**config.mk**
```make
export PLATFORM = sky130hd
export DESIGN_NAME = pwl_ctrl
export DESIGN_NICKNAME = d
export VERILOG_FILES = /design/src/hw/rtl/pwl_pkg.sv /design/src/hw/rtl/pwl_ctrl.sv
export SDC_FILE = /design/constraint.sdc
export NUM_CORES = 1
export LEC_CHECK = 0
export BUFFER_PORTS_ARGS = -buffer_cell sky130_fd_sc_hd__buf_2
export CORE_MARGIN = 5
export CORE_UTILIZATION = 54
export CTS_BUF_LIST = sky130_fd_sc_hd__clkbuf_4 sky130_fd_sc_hd__clkbuf_8
export DETAILED_ROUTE_END_ITERATION = 7
export GPL_ROUTABILITY_DRIVEN = 0
export PLACE_DENSITY = 0.95
export SETUP_SLACK_MARGIN = 0.3
export SLEW_MARGIN = 20
export SYNTH_ARGS = -nofsm -noshare
export SYNTH_HDL_FRONTEND = slang
export SYNTH_SLANG_ARGS = --single-unit
export TNS_END_PERCENT = 30
```
**constraint.sdc**
```tcl
create_clock -name clk -period 3.9 [get_ports clk]
set_input_delay 0.195 -clock clk [delete_from_list [all_inputs] [get_ports clk]]
set_output_delay 0.195 -clock clk [all_outputs]
set_load 0.005 [all_outputs]
```
**src/hw/rtl/pwl_pkg.sv**
```systemverilog
// Shared types and constants for the piecewise-linear path evaluator.
package pwl_pkg;

  localparam int COORD_W = 32;
  localparam int POS_W   = 40;
  localparam int TOL_W   = 16;
  localparam int LEN_W   = 34;
  localparam int MACC_W  = 68;

  typedef logic [2:0][COORD_W-1:0] vec3_t;

  typedef enum logic [1:0] {
    OP_APPEND = 2'd0,
    OP_EVAL   = 2'd1,
    OP_LOCATE = 2'd2,
    OP_NOP    = 2'd3
  } op_t;

  typedef enum logic [1:0] {
    ST_OK          = 2'd0,
    ST_NOT_ON_PATH = 2'd1,
    ST_SHORT       = 2'd2,
    ST_FULL        = 2'd3
  } status_t;

  typedef enum logic [1:0] {RD_ZERO, RD_LAST, RD_IDX, RD_NEXT} rd_sel_t;
  typedef enum logic [1:0] {RES_NONE, RES_COORD, RES_LERP, RES_FOUND} res_kind_t;
  typedef enum logic {AR_DIST, AR_LERP} arith_op_t;
  typedef enum logic [1:0] {AP_IDLE, AP_MUL, AP_SQRT, AP_DIV} arith_ph_t;

  typedef enum logic [4:0] {
    S_IDLE, S_DECODE, S_APP, S_APP_RD, S_APP_GO, S_APP_WT,
    S_EV_WALK, S_EV_A, S_EV_B, S_EV_GO, S_EV_WT, S_EV_END,
    S_LC_P0, S_LC_D0, S_LC_W0, S_LC_RL, S_LC_RC, S_LC_LD, S_LC_GO, S_LC_WT,
    S_OUT
  } ctrl_state_t;

  typedef struct packed {
    logic      cap_in;
    logic      clr_path;
    logic      wr_kf;
    logic      wr_len;
    logic      cnt_inc;
    rd_sel_t   rd_sel;
    logic      ld_pa_q;
    logic      ld_pa_rd;
    logic      ld_pb_q;
    logic      ld_pb_rd;
    logic      arith_start;
    arith_op_t arith_op;
    logic      idx_clr;
    logic      idx_inc;
    logic      acc_clr;
    logic      acc_add_rd;
    logic      acc_add_seg;
    logic      seg_ld;
    logic      off_ld;
    logic      d1_ld;
    logic      res_ld;
    res_kind_t res_kind;
    status_t   res_status;
    logic      out_ld;
  } pwl_cmd_t;

  typedef struct packed {
    op_t  op;
    logic restart;
    logic cnt_full;
    logic cnt_zero;
    logic cnt_lt2;
    logic t_zero;
    logic t_ge_total;
    logic ev_hit;
    logic on_seg;
    logic last_seg;
    logic arith_done;
  } pwl_sts_t;

endpackage

```
**src/hw/rtl/pwl_ctrl.sv**
```systemverilog
// Controller state machine: handshakes and operation sequencing.
module pwl_ctrl (
  input  logic              clk,
  input  logic              rst_n,
  input  logic              in_valid,
  output logic              in_stall,
  output logic              out_valid,
  input  logic              out_stall,
  input  pwl_pkg::pwl_sts_t sts,
  output pwl_pkg::pwl_cmd_t cmd
);

  pwl_pkg::ctrl_state_t state_r, state_nxt;
  logic out_valid_r, out_valid_nxt;

  always_ff @(posedge clk) begin
    if (!rst_n) begin
      state_r     <= pwl_pkg::S_IDLE;
      out_valid_r <= 1'b0;
    end else begin
      state_r     <= state_nxt;
      out_valid_r <= out_valid_nxt;
    end
  end

  always_comb begin
    state_nxt = state_r;
    cmd       = '0;
    in_stall  = state_r != pwl_pkg::S_IDLE;
    unique case (state_r)
      pwl_pkg::S_IDLE: begin
        if (in_valid) begin
          cmd.cap_in = 1'b1;
          state_nxt  = pwl_pkg::S_DECODE;
        end
      end
      pwl_pkg::S_DECODE: begin
        unique case (sts.op)
          pwl_pkg::OP_NOP: state_nxt = pwl_pkg::S_IDLE;
          pwl_pkg::OP_APPEND: begin
            cmd.clr_path = sts.restart;
            state_nxt    = pwl_pkg::S_APP;
          end
          pwl_pkg::OP_EVAL: begin
            if (sts.cnt_lt2) begin
              cmd.res_ld     = 1'b1;
              cmd.res_kind   = pwl_pkg::RES_NONE;
              cmd.res_status = pwl_pkg::ST_SHORT;
              state_nxt      = pwl_pkg::S_OUT;
            end else if (sts.t_zero) begin
              cmd.rd_sel = pwl_pkg::RD_ZERO;
              state_nxt  = pwl_pkg::S_EV_END;
            end else if (sts.t_ge_total) begin
              cmd.rd_sel = pwl_pkg::RD_LAST;
              state_nxt  = pwl_pkg::S_EV_END;
            end else begin
              cmd.idx_clr = 1'b1;
              cmd.acc_clr = 1'b1;
              cmd.rd_sel  = pwl_pkg::RD_ZERO;
              state_nxt   = pwl_pkg::S_EV_WALK;
            end
          end
          pwl_pkg::OP_LOCATE: begin
            if (sts.cnt_lt2) begin
              cmd.res_ld     = 1'b1;
              cmd.res_kind   = pwl_pkg::RES_NONE;
              cmd.res_status = pwl_pkg::ST_SHORT;
              state_nxt      = pwl_pkg::S_OUT;
            end else begin
              cmd.idx_clr = 1'b1;
              cmd.acc_clr = 1'b1;
              cmd.rd_sel  = pwl_pkg::RD_ZERO;
              state_nxt   = pwl_pkg::S_LC_P0;
            end
          end
          default: state_nxt = pwl_pkg::S_IDLE;
        endcase
      end
      pwl_pkg::S_APP: begin
        cmd.res_kind = pwl_pkg::RES_NONE;
        if (sts.cnt_full) begin
          cmd.res_ld     = 1'b1;
          cmd.res_status = pwl_pkg::ST_FULL;
          state_nxt      = pwl_pkg::S_OUT;
        end else if (sts.cnt_zero) begin
          cmd.wr_kf      = 1'b1;
          cmd.cnt_inc    = 1'b1;
          cmd.res_ld     = 1'b1;
          cmd.res_status = pwl_pkg::ST_OK;
          state_nxt      = pwl_pkg::S_OUT;
        end else begin
          cmd.wr_kf  = 1'b1;
          cmd.rd_sel = pwl_pkg::RD_LAST;
          state_nxt  = pwl_pkg::S_APP_RD;
        end
      end
      pwl_pkg::S_APP_RD: begin
        cmd.ld_pa_rd = 1'b1;
        cmd.ld_pb_q  = 1'b1;
        state_nxt    = pwl_pkg::S_APP_GO;
      end
      pwl_pkg::S_APP_GO: begin
        cmd.arith_start = 1'b1;
        cmd.arith_op    = pwl_pkg::AR_DIST;
        state_nxt       = pwl_pkg::S_APP_WT;
      end
      pwl_pkg::S_APP_WT: begin
        if (sts.arith_done) begin
          cmd.wr_len     = 1'b1;
          cmd.cnt_inc    = 1'b1;
          cmd.res_ld     = 1'b1;
          cmd.res_kind   = pwl_pkg::RES_NONE;
          cmd.res_status = pwl_pkg::ST_OK;
          state_nxt      = pwl_pkg::S_OUT;
        end
      end
      pwl_pkg::S_EV_WALK: begin
        if (sts.ev_hit) begin
          cmd.seg_ld = 1'b1;
          cmd.off_ld = 1'b1;
          cmd.rd_sel = pwl_pkg::RD_IDX;
          state_nxt  = pwl_pkg::S_EV_A;
        end else begin
          cmd.acc_add_rd = 1'b1;
          cmd.idx_inc    = 1'b1;
          cmd.rd_sel     = pwl_pkg::RD_NEXT;
        end
      end
      pwl_pkg::S_EV_A: begin
        cmd.ld_pa_rd = 1'b1;
        cmd.rd_sel   = pwl_pkg::RD_NEXT;
        state_nxt    = pwl_pkg::S_EV_B;
      end
      pwl_pkg::S_EV_B: begin
        cmd.ld_pb_rd = 1'b1;
        state_nxt    = pwl_pkg::S_EV_GO;
      end
      pwl_pkg::S_EV_GO: begin
        cmd.arith_start = 1'b1;
        cmd.arith_op    = pwl_pkg::AR_LERP;
        state_nxt       = pwl_pkg::S_EV_WT;
      end
      pwl_pkg::S_EV_WT: begin
        if (sts.arith_done) begin
          cmd.res_ld     = 1'b1;
          cmd.res_kind   = pwl_pkg::RES_LERP;
          cmd.res_status = pwl_pkg::ST_OK;
          state_nxt      = pwl_pkg::S_OUT;
        end
      end
      pwl_pkg::S_EV_END: begin
        cmd.res_ld     = 1'b1;
        cmd.res_kind   = pwl_pkg::RES_COORD;
        cmd.res_status = pwl_pkg::ST_OK;
        state_nxt      = pwl_pkg::S_OUT;
      end
      pwl_pkg::S_LC_P0: begin
        cmd.ld_pa_q  = 1'b1;
        cmd.ld_pb_rd = 1'b1;
        state_nxt    = pwl_pkg::S_LC_D0;
      end
      pwl_pkg::S_LC_D0: begin
        cmd.arith_start = 1'b1;
        cmd.arith_op    = pwl_pkg::AR_DIST;
        state_nxt       = pwl_pkg::S_LC_W0;
      end
      pwl_pkg::S_LC_W0: begin
        if (sts.arith_done) begin
          cmd.d1_ld = 1'b1;
          state_nxt = pwl_pkg::S_LC_RL;
        end
      end
      pwl_pkg::S_LC_RL: begin
        cmd.rd_sel = pwl_pkg::RD_IDX;
        state_nxt  = pwl_pkg::S_LC_RC;
      end
      pwl_pkg::S_LC_RC: begin
        cmd.seg_ld = 1'b1;
        cmd.rd_sel = pwl_pkg::RD_NEXT;
        state_nxt  = pwl_pkg::S_LC_LD;
      end
      pwl_pkg::S_LC_LD: begin
        cmd.ld_pb_rd = 1'b1;
        state_nxt    = pwl_pkg::S_LC_GO;
      end
      pwl_pkg::S_LC_GO: begin
        cmd.arith_start = 1'b1;
        cmd.arith_op    = pwl_pkg::AR_DIST;
        state_nxt       = pwl_pkg::S_LC_WT;
      end
      pwl_pkg::S_LC_WT: begin
        if (sts.arith_done) begin
          if (sts.on_seg) begin
            cmd.res_ld     = 1'b1;
            cmd.res_kind   = pwl_pkg::RES_FOUND;
            cmd.res_status = pwl_pkg::ST_OK;
            state_nxt      = pwl_pkg::S_OUT;
          end else begin
            cmd.acc_add_seg = 1'b1;
            cmd.d1_ld       = 1'b1;
            if (sts.last_seg) begin
              cmd.res_ld     = 1'b1;
              cmd.res_kind   = pwl_pkg::RES_NONE;
              cmd.res_status = pwl_pkg::ST_NOT_ON_PATH;
              state_nxt      = pwl_pkg::S_OUT;
            end else begin
              cmd.idx_inc = 1'b1;
              state_nxt   = pwl_pkg::S_LC_RL;
            end
          end
        end
      end
      pwl_pkg::S_OUT: begin
        if (!out_valid_r || !out_stall) begin
          cmd.out_ld = 1'b1;
          state_nxt  = pwl_pkg::S_IDLE;
        end
      end
      default: state_nxt = pwl_pkg::S_IDLE;
    endcase
  end

  always_comb begin
    if (cmd.out_ld) out_valid_nxt = 1'b1;
    else if (!out_stall) out_valid_nxt = 1'b0;
    else out_valid_nxt = out_valid_r;
  end

  assign out_valid = out_valid_r;

endmodule

```
* Word level (Yosys, flattened, before mapping) *
Cells that the tools add are included.

cells by class
  equal/unequal tests = 30
  muxes and demuxes = 73
  reduce and logical (&&, ||, !) cells = 13

operators by type and width
  cell                                           number
  one-hot mux 5 bit (20 select lines)            1
  two-way mux 5 bit                              18
  == test 5 x 4 -> 1 bit, second input constant  8
  two-way mux 1 bit                              38
  one-hot mux 5 bit (6 select lines)             1
  == test 5 bit, second input constant           5
  == test 5 x 3 -> 1 bit, second input constant  4
  one-hot mux 5 bit (4 select lines)             1
  == test 5 x 2 -> 1 bit, second input constant  2
  != test 2 bit, second input constant           5
  one-hot mux 1 bit (2 select lines)             5
  one-hot mux 2 bit (5 select lines)             1
  two-way mux 4 bit                              2
  OR reduction 2 bit                             4
  two-way mux 2 bit                              3
  two-way mux 6 bit                              1
  AND reduction 6 bit                            1
  OR reduction 3 bit                             2
  == test 5 x 1 -> 1 bit, second input constant  1
  logical NOT 5 bit                              1
  nonzero test 5 bit                             1
  == test 2 bit, second input constant           2
  != test 2 x 1 -> 1 bit, second input constant  2
  one-hot mux 2 bit (2 select lines)             1
  other kinds (5)                                6

word-level totals
  flip-flop bits (word level) = 6
  output and inout bits = 29
  logic and storage cells = 118
  input port bits = 16

* Logic depth before layout (Yosys ltp) *
  depth after elaboration = 5
  depth in mapped cells = 7
  gate-level depth less buffers = 7

* Worst setup path after synthesis *
OpenSTA, ideal clock, no wires.

  path kind = register to register
  start = register state_r[4]
  end = register state_r[0]
  setup slack = 2313 ps
  setup time = 117 ps
  stages on the path, launching flop included = 7
  arrival = 1469 ps
  clock period less this slack = 1587 ps
  path buffers = 1
  required time = 3783 ps
  cell sequence = dfxtp_1 > buf_2 > or2b_1 > a2bb2oi_1 > o32a_1 > nand2_1 > a32o_1

between the ends
  cells in the longest elaborated chain, start to end = 4
  elaborated cells between the ends (all ways) = 30
  classes of those cells = eq/ne: 26; mux: 1; reduce/logical: 3

RTL lines
  item                                                                     RTL line        source
  start: declaration                                                       pwl_ctrl.sv:13  pwl_pkg::ctrl_state_t state_r, state_nxt;
  start signal: assignment                                                 pwl_ctrl.sv:18  state_r <= pwl_pkg::S_IDLE;
  start signal: assignment                                                 pwl_ctrl.sv:21  state_r <= state_nxt;
  == test 5 x 4 -> 1 bit / == test 5 x 3 -> 1 bit (equally long branches)  pwl_ctrl.sv:30  unique case (state_r)
  OR reduction 2 bit (no source line)                                      n/a
  != test 2 x 1 -> 1 bit (no source line)                                  n/a
  AND reduction 6 bit (no source line)                                     n/a

Several ways; a longest one is shown, not always the timed one.
A chain may end at the register's enable or synchronous reset.

==> summary.md <==
| Metric | Value |
|---|---|
| Outcome | complete, no violations |
| Least-Margin Pin Slew | 0.803 ns |
| Fin crit period | 2.44 ns |
| Reg-to-Reg Start | state_r[2] |
| Clock Latency Late Sink | ~0.24 ns |
| Static leakage | 0.648 nW |
| Clk slew on worst S/H paths | 0.04 ns |
| Initial Util | 56.9% |
| DRT Pass-1 Iters | 4 |
| Power per Cell Area | 447 nW/um^2 |
| Diodes inserted | 0 |
| Max-cap violations | 0 |
| Post-cts resize count | 0 |
| First DRT Iteration DRCs | 98 |
| Num rows | 16 |
| Post-Syn Area | 1130 sq um |
| Worst Skew | 0.00213 ns |
| CP Class | reg2out |
| Die H | 55.7 microns |
| Max Root-Sink Buffers | 2 |
| GRT Total Usage | 22.7% |
| Max Fclk | 409 MHz |
| Max IR drop VDD | about 320 uV |
| Port bufs | 44 |
| Synthesized area per cell | 6.80 sq um |
| Fillcell total | approximately 170 |
| Cells along the critical path | nor3b_1 -> nand3_1 -> o21ai_0 -> or3_1 -> buf_2 |
| Critical Path Start | state_r[1] |
| Final Cycle Share | ~63% |
| Initial antenna violation count | 0 |
| Cts bufs inserted | 3 |
| Commonest non-fill, non-tap cells in the layout | buf_2, nor2_1, nand2_1, a21oi_1, nor3_1 |
| CP Buf/Inv Count | 1 |
| Final hold violation count | 0 |
| Setup-failing EPs final | 0 |
| Normalized max-slew margin | 46.4% |
| RSZ-0062 raised after global routing | no |
| Ys async rst share | 0% |
| Worst Hold Class | in2reg |
| Area of the die | 3100 sq um |
| Commonest non-fill, non-tap cell in the layout | buf_2 |
| Worst path top cell family by delay | simple AND/OR/NAND/NOR gates |
| Post-synth top flop | dfxtp_1 |
| Post-synth EDFFs | 0 |
| First-pass GRT wire length | 5970 microns |
| Max FO, Critical Path | 24 |
| CTS Sinks | 6 |
| H-Tree Depth | 1 |
| Avg WL per Cell | 16.1 microns |
| Vias in the first global route | between 1000 and 1500 |
| Vias | 1523 |
| Post-Synthesis Cells | 166 |
| Io pins | between 40 and 50 |
| Final net count | roughly 220 |
| CP peak stage delay | 0.74 ns |
| Layout cells sized above 1 | 28.7% |
| Core Region | just under 2000 sq um |
| Post-DP Area | roughly 1300 sq um |
| Startpoint Class | flip-flop |
| Synth Register Bits | 6 |
| CTS tree | done |
| Req. time, crit path | roughly 3.7 ns |
| Setup TNS | 0 ns |
| Largest net degree at the start of global routing | 26 |
| Die width | approximately 56 microns |
| Area delta synth->final | 19.6% |
| Synthesis Warnings | 0 |
| Drt total wl | 3690 microns |
| Final antenna-violating net count | 0 |
| Max-slew violations | 0 |
| CP Data Arrival Time | 2.25 ns |
| Total power draw | between 0.6 and 0.7 mW |
| CTS Hold Buffers Added | 0 |
| Mapped Nets | 186 |
| Netlist cell types | 57 |
| Setup Buffers After CTS | 0 |
| Final Util | 68.1% |
| Hpwl dp | 2930 microns |
| Fin area | 1350 sq um |
| Root buf cell | clkbuf_4 |
| CP Capture Type | output port |
| GRT overflow | 0 |
| Vias per cell | roughly 6.7 |
| Post-route DRC | 0 |
| Worst path slowest cell | dfxtp_1 |
| Sequential share of the synthesized area | 10.6% |
| Hold Crit Start | rst_n |
## cell families (layout without fill, tap and decap cells)
family	after synthesis	count (layout)	share of synthesized area [%]
buf+inv	20	56	8.20
compound gates	50	50	34.0
fa+ha+maj	4	4	4.43
flops	6	6	10.6
simple gates	86	86	42.7
## final cells by class
class / count / area, sq um / share of cell area (%)
Inverter: 8 / 30.0 / 2.22
Sequential cell: 6 / 120 / 8.90
Clock buffer: 3 / 22.5 / 1.67
Tap cell: 27 / 33.8 / 2.50
Timing Repair Buffer: 45 / 228 / 16.9
Multi-Input combinational cell: 140 / 916 / 67.8
## flip-flops by register name (all words and copies together), names as in the netlist
signal and cells:
state_r 5, out_valid 1
## metrics by stage
| step | worst slack, ns | cells | hold slack (ns) |
|---|---|---|---|
| detailed placement | 1.65 | 226 | 0.483 |
| CTS | 1.52 | 229 | 0.224 |
| global placement | 1.77 | 226 | 0.477 |
| finish | 1.46 | 229 | 0.231 |
| global route | 1.33 | 229 | 0.239 |
| floorplan | 2.31 | 166 | 0.340 |
## worst paths after layout
kind | end | slack (ns) | cells after the start
max | cmd[5] | 1.46 | 5
min | state_r[0] | 0.23 | 2
max reg2reg | state_r[3] | 1.56 | 5
min reg2reg | out_valid | 0.53 | 2
## power by group
group	leakage [nW]	internal (mW)	total [mW]	switching (mW)
clock	0.0138	0.0347	0.0555	0.0208
combinational	0.585	0.176	0.404	0.227
sequential	0.0493	0.0771	0.145	0.0674
## worst reg2reg max path, stage by stage (launching register included)
cell,delay (ns)
dfxtp_1,0.83
nand2b_1,0.25
nor4_2,0.58
a311o_2,0.26
nor3_1,0.06
a211oi_1,0.26
## Yosys cell counts, types with 3 or more instances
| master | count | area share (%) |
|---|---|---|
| nor4_1 | 4 | 2.2 |
| a21oi_1 | 10 | 4.4 |
| nand2_1 | 17 | 5.7 |
| or3_1 | 3 | 1.7 |
| buf_2 | 8 | 3.5 |
| nor3_1 | 10 | 4.4 |
| nand3_1 | 4 | 1.8 |
| nor2b_1 | 3 | 1.7 |
| inv_1 | 8 | 2.7 |
| nor3b_1 | 3 | 2.0 |
| ha_1 | 4 | 4.4 |
| dfxtp_1 | 6 | 11 |
| o21ai_0 | 7 | 3.1 |
| nor2_1 | 18 | 6.0 |
| nand2b_1 | 4 | 2.2 |
## layer usage
layer	routed length (microns)	GRT usage [%]
met5	0	0
met4	111	12.5
met3	487	5.57
met2	1680	36.3
met1	1420	27.6
No activity file was read; power rests on OpenSTA's default activity.
